### src/crm_ram.sv
// ----------------------------------------------------------------------------
// crm_ram: generic single port ram
// One access per cycle, read data registered; a write returns the old data.
// ----------------------------------------------------------------------------
module crm_ram #(
	parameter int WIDTH = 8,
	parameter int DEPTH = 16
) (
	input  logic                     clk,
	input  logic                     we,
	input  logic [$clog2(DEPTH)-1:0] addr,
	input  logic [WIDTH-1:0]         wdata,
	output logic [WIDTH-1:0]         rdata
);

	logic [WIDTH-1:0] mem_q [DEPTH];

	// write and registered read
	always_ff @(posedge clk) begin
		if (we) begin
			mem_q[addr] <= wdata;
		end
		rdata <= mem_q[addr];
	end

endmodule

### config.mk
export PLATFORM = sky130hd
export DESIGN_NAME = crm_ram
export DESIGN_NICKNAME = d
export VERILOG_FILES = /design/src/crm_ram.sv
export SDC_FILE = /design/constraint.sdc
export NUM_CORES = 1
export LEC_CHECK = 0
export ABC_AREA = 1
export BUFFER_PORTS_ARGS = -buffer_cell sky130_fd_sc_hd__buf_2
export CAP_MARGIN = 5
export CORE_MARGIN = 1
export CORE_UTILIZATION = 60
export DETAILED_ROUTE_END_ITERATION = 12
export PLACE_DENSITY_LB_ADDON = 0.15
export REMOVE_ABC_BUFFERS = 1
export SYNTH_ARGS = -nofsm -noshare
export SYNTH_HDL_FRONTEND = slang
export SYNTH_SLANG_ARGS = --single-unit
### constraint.sdc
create_clock -name clk -period 2.35 [get_ports clk]
set_input_delay 0.1175 -clock clk [delete_from_list [all_inputs] [get_ports clk]]
set_output_delay 0.1175 -clock clk [all_outputs]
set_load 0.05 [all_outputs]
After elaboration in Yosys (flattened, before gate mapping):

Memory sizes are Yosys's and may differ from the RTL's. A register that Yosys moved wholly into a read port is not among the register bits.
Index checks and enable logic that the tools add are counted.

* memory bits (writable): 128
* flip-flop bits (word level): 0
* input port bits: 14
* memories: 1

Memories
* mem_q: depth 16, bits a word 8, read ports 1, clocked after memory_dff 1, wr ports 1, line 16 `logic [WIDTH-1:0] mem_q [DEPTH];`

* multiplexer cells: 2

Operators by type and width (count)
* 1-bit two-way mux: 2

Logic depth before layout (Yosys ltp):

Gate-level depths: netlist (run 1).

* depth after elaboration: 2
* depth in mapped cells: 11
* gate-level depth less buffers: 9

Least setup slack after synthesis (run 1):

No wires, ideal clock.

* path type: input-to-reg
* from: in addr[1]
* to: mem mem_q[3][0] (enable)
* arrival time: 1.124 ns
* stages on the path: 4
* library setup time: 0.370 ns
* slack: 0.855 ns
* required time: 1.980 ns
* buffers on the path: 2
* cells stage by stage: buf_2 clkbuf_1 nand3_1 nor2_1

RTL lines
* start, declared: line 11 `input logic [$clog2(DEPTH)-1:0] addr,`
* end, declared: line 16

Straight into the memory's write port.

Worst setup path in the final report (run 1):

* from: reg rdata[2], read port of mem_q
* to: out rdata[2]

RTL lines
* start, declared: line 13 `output logic [WIDTH-1:0] rdata`

No word-level cell between the ends.

==> results of run 1 <==
[logic make-up after synthesis]
family / after synthesis / share of synthesized area
AND/OR/NAND/NOR: 368 / 0.2479
flip-flops: 136 / 0.7159
buffers and inverters: 44 / 0.03624
[metal layers]
metal	up-vias	GRT usage	wire length, um
met5	-	0	0
met4	0	0.1045	127
met3	12	0.05390	821
met2	163	0.4377	5899
met1	1763	0.3609	4966
li1	1818	-	-
[final cells by class]
cell class / instances / share of cell area
timing repair buffer: 35 / 0.03254
multi-input combinational: 368 / 0.2146
sequential: 136 / 0.6198
inverter: 23 / 0.01336
tap: 108 / 0.02092
clock inverter: 14 / 0.03409
clock buffer: 18 / 0.06469
[power groups by stage]
stage,clock (mW),combinational (mW),sequential [mW]
final,2.83,0.375,2.73
after CTS,2.85,0.374,2.73
after global placement,0,0.364,2.78
after detailed placement,0,0.368,2.78
after floorplan,0,0.155,2.83
after global routing,2.95,0.416,2.73
[synth_stat cells]
cell | number | area share
edfxtp_1 | 128 | 0.69
nor2_1 | 18 | 0.012
inv_2 | 1 | 0.00067
clkbuf_1 | 3 | 0.0020
nand2_1 | 346 | 0.23
nand3_1 | 4 | 0.0036
buf_2 | 12 | 0.011
clkinv_1 | 1 | 0.00067
buf_4 | 6 | 0.0081
inv_1 | 21 | 0.014
dfxtp_1 | 8 | 0.029
[per-stage QoR]
stage | util | std cells | setup WS (ns)
after floorplan | - | 527 | 0.6677
after global placement | 0.6548 | 670 | 0.6493
after detailed placement | 0.6548 | 670 | 0.6049
after CTS | 0.7266 | 702 | 1.067
after global routing | 0.7266 | 702 | 0.9059
final | 0.7266 | 702 | 1.066
[flip-flops by register name, summed over array words and instances (netlist names)]
signal / cells
rdata: 8
mem_q: 128
[worst paths after layout]
check / from / to / slack (ns)
setup / recovery: rdata[2] / rdata[2] / 1.07
setup reg to reg: mem_q[12][7] / rdata[7] / 1.30
hold / removal: wdata[3] / mem_q[14][3] / 0.02
hold reg to reg: mem_q[0][4] / rdata[4] / 0.71
==> key figures, run 1 <==
Status
  – Run status: finished, final reports clean

Finish
  – Area of the multi-input gates: approximately 1400 um^2
  – Share of layout cells above drive strength 1: 0.1111
  – # nets final: between 500 and 600
  – Register area: between 4000 and 5000 um^2
  – # diodes: 0
  – Post-Layout Inst Area: roughly 6500 um^2
  – Area grow syn2layout: 15.50%
  – Commonest non-fill, non-tap cell in the layout: nand2_1
  – Most frequent cells in the layout: nand2_1, edfxtp_1, inv_1, buf_2, nor2_1
  – Filler cells: 603

Power
  – Internal: ~4.6 mW
  – Overall power: between 5 and 6 mW
  – Clk pwr share: 0.477
  – Pwr Density: roughly 900 nW/um^2
  – Register share of total power: 0.460
  – Leak: 2.799 nW
  – Sw Pwr: roughly 1.3 mW
  – Logic pwr share: 0.063
  – Sw Share: 0.2185
  – Worst VDD drop: slightly above 600 uV

Critical path
  – Worst EP required: about 2.2 ns
  – Top delay family on crit path: flip-flops
  – CP max FO: 1
  – Crit path DAT: ~1.2 ns
  – Worst-case reg-to-reg path depth: 8
  – Crit-path cells: buf_2
  – Worst path depth: 1
  – Critical path type: reg -> out
  – Critical Path Slowest Stage Cell: dfxtp_1
  – Worst path bufs/invs: 1
  – Worst setup SP type: flop
  – Crit end category: output port
  – CP peak stage delay: ~0.37 ns

Clocking
  – Reg clk slew, reported paths: roughly 0.060 ns
  – Clock Latency Late Sink: ~0.52 ns
  – TritonCTS clock tree: yes
  – Post-CTS Repair Setup Buffers: 0
  – Cts repair resizes: 0
  – Clk sinks: between 100 and 150
  – Cts bufs inserted: 17
  – Clock buffer depth: 2
  – Post-CTS Hold Fix Bufs: 0
  – H-tree Lvls: 4
  – Clock Tree Root: clkbuf_8

Die
  – CORE AREA: 8891 um^2
  – Std cell rows: 34
  – Die Wd: 98.55 um
  – Starting density of the core: 0.6290
  – Die Area: 9711 um^2
  – Io pins: 22
  – Die height: approximately 100 um

STA
  – Max-slew headroom: 0.4925
  – # setup viols final: 0
  – Final Max Slew Viols: 0
  – Fmax: between 700 and 800 MHz
  – Clk_skew: approximately 0.0067 ns
  – Final hold vios: 0
  – Post-route setup TNS: 0 ns
  – Period utilisation layout: 0.5463
  – Slew @ Worst Pin: roughly 0.76 ns
  – Hold WS: approximately 0.025 ns
  – Min cycle time layout: ~1.3 ns
  – RSZ-0062 raised after global routing: false

GRT
  – GRT overflow: 0
  – Initial antenna violation count: 0
  – Largest net degree at the start of global routing: 57
  – Gr usage total: 0.2685
  – First-pass GRT wire length: about 19000 um
  – Number of global-route vias before repair: around 3700

Placement
  – # port buffers: 21
  – Placed Instance Area: between 5000 and 6000 um^2
  – DP Wirelength: approximately 7200 um
  – GP Congestion: about 0.9

Drt
  – Initial DRC count: 322
  – DRT Wirelength: ~12000 um
  – Final ANT Viol Nets: 0
  – WL/cell: 16.83 um
  – DR DRC count: 0
  – Via-to-Cell Ratio: between 5 and 6
  – Via Count: 3756
  – TritonRoute pass-1 iters: 7

Job
  – Max Cap Violations: 0

Logic synthesis
  – Post-Synthesis Cells: 548
  – Yosys reg bits: around 140
  – Post-synthesis sequential area ratio: 0.7159
  – Synth warnings: 0
  – Mean Syn Cell Area: about 10 um^2
  – Mapped Area: 5593 um^2
  – Count of cell types in the netlist: 11

Worst hold path
  – Hold Path Depth: 1
  – Hold WC Path Type: in -> reg
Note: power is estimated with default switching activity, not from simulation.
==> run 2, diff against run 1 <==
==> constraint.sdc (replaced) <==
create_clock -name clk -period 1.3 [get_ports clk]
set_input_delay 0.065 -clock clk [delete_from_list [all_inputs] [get_ports clk]]
set_output_delay 0.065 -clock clk [all_outputs]
set_load 0.05 [all_outputs]
==> key figures, run 2 (synthesis results as in run 1) <==
Status
  – Run status: finished, final reports clean

Finish
  – Filler cells: 605
  – Share of layout cells above drive strength 1: 0.1268
  – Regs by FF count: mem_q x128, rdata x8
  – Final Core Density: 0.7406
  – Area grow syn2layout: 17.74%
  – Post-route insts no fill: between 700 and 800
  – # nets final: around 620
  – Top reg by flops: mem_q
  – Largest register FFs: 128
  – Commonest non-fill, non-tap cell in the layout: nand2_1
  – Post-Layout Inst Area: 6585 um^2
  – Most frequent cells in the layout: nand2_1, edfxtp_1, buf_4
  – # diodes: 0

STA
  – Slew @ Worst Pin: slightly above 0.4 ns
  – RSZ-0062 raised after global routing: false
  – Setup WS post-layout: ~0.06 ns
  – Final Max Slew Viols: 0
  – Max-slew headroom: 0.7277
  – # setup viols final: 0
  – Post-route setup TNS: 0 ns
  – Final hold vios: 0
  – Period utilisation layout: 0.9549
  – Fmax: approximately 810 MHz
  – Clk_skew: 0.01071 ns
  – Min cycle time layout: around 1.2 ns

Critical path
  – Crit end category: output port
  – Worst path bufs/invs: 1
  – Worst setup SP type: flop
  – Top delay family on crit path: flip-flops
  – Crit-path cells: buf_2
  – Worst EP required: around 1.2 ns
  – Critical Path Slowest Stage Cell: dfxtp_1
  – Crit path DAT: between 1 and 1.5 ns
  – CP peak stage delay: around 0.38 ns
  – Critical path type: reg -> out
  – CP max FO: 1

GRT
  – Largest net degree at the start of global routing: 35
  – Number of global-route vias before repair: ~3800
  – First-pass GRT wire length: approximately 19000 um
  – GRT overflow: 0
  – Gr usage total: 0.2691
  – Initial antenna violation count: 0

Drt
  – Via Count: between 3000 and 4000
  – DR DRC count: 0
  – DRT Wirelength: 11990 um
  – TritonRoute pass-1 iters: 7
  – Via-to-Cell Ratio: approximately 5.3
  – Initial DRC count: 270
  – Final ANT Viol Nets: 0
  – WL/cell: roughly 17 um

Die
  – Starting density of the core: 0.6290
  – Die height: 98.55 um
  – Std cell rows: 34
  – Io pins: 22
  – Die Wd: approximately 99 um
  – Die Area: between 9000 and 10000 um^2
  – CORE AREA: between 8000 and 9000 um^2

Placement
  – Pre-CTS setup slack: 0.01614 ns
  – Dpl cells: ~680
  – Placed Instance Area: roughly 5900 um^2
  – DP Wirelength: 7299 um
  – # port buffers: 21
  – GP Congestion: 0.9103

Job
  – Max Cap Violations: 0

Clocking
  – Cts repair resizes: 0
  – TritonCTS clock tree: yes
  – Clock buffer depth: 2
  – Clock Tree Root: clkbuf_8
  – Reg clk slew, reported paths: about 0.060 ns
  – Cts bufs inserted: 17
  – Clock Latency Late Sink: approximately 0.51 ns
  – Post-CTS Repair Setup Buffers: 0
  – Clk sinks: about 140
  – Post-CTS Hold Fix Bufs: 7
  – H-tree Lvls: 4

Power
  – Leak: ~2.9 nW
  – Pwr Density: roughly 1600 nW/um^2
  – Worst VDD drop: ~920 uV

Worst hold path
  – Hold WC Path Type: in -> reg
run 2: changes by cell type in the layout (fill, tap and decap cells not counted), sizes merged:
cell	previous run	this run
clkinv	4	8
clkinvlp	3	2
buf	35	49
clkbuf	18	19
inv	25	23
dlygate4sd3	0	7
bufinv	5	3
run 2: metal layers:
layer  routed length [um]  global-route usage
met2                 6075              0.4545
met4                  178             0.09874
met5                    0                   0
met3                  762             0.05887
met1                 4976              0.3463
run 2: layout make-up:
class / count / area [um^2] / area share
inverters: 23 / 86.33 / 0.01311
clock inverters: 13 / 153.9 / 0.02337
well taps: 108 / 135.1 / 0.02052
clock buffers: 19 / 421.7 / 0.06403
multi-input cells: 368 / 1386 / 0.2105
flip-flops and latches: 136 / 4004 / 0.6080
repair buffers: 56 / 397.9 / 0.06042
run 2: final timing paths:
check	to	from	cells after the start	slack, ns
worst max-delay path	rdata[7]	rdata[7]	1	0.06
worst min-delay path	mem_q[8][7]	wdata[7]	1	0.02
worst max register to register	rdata[6]	mem_q[12][6]	8	0.30
worst min register to register	rdata[1]	mem_q[8][1]	8	0.70
run 2: metrics by stage:
stage	hold WS, ns	total power, mW
floorplan	0.1639	5.401
global placement	0.4872	5.698
detailed placement	0.4912	5.712
CTS	0.001190	10.30
global route	0.007261	10.56
finish	0.02157	10.26
run 2: report_power, final:
part	internal [mW]	total [mW]	switching [mW]	leakage, nW
Combinational	0.194	0.718	0.524	1.38
Sequential	4.90	4.93	0.0308	1.22
Clock	2.90	4.60	1.70	0.277
run 2: worst reg2reg max path: stages (launching register included):
cell,delay (ns)
edfxtp_1,0.36
nand2_1,0.09
nand2_1,0.05
nand2_1,0.05
nand2_1,0.05
nand2_1,0.10
nand2_1,0.09
inv_1,0.05
nand2_1,0.04
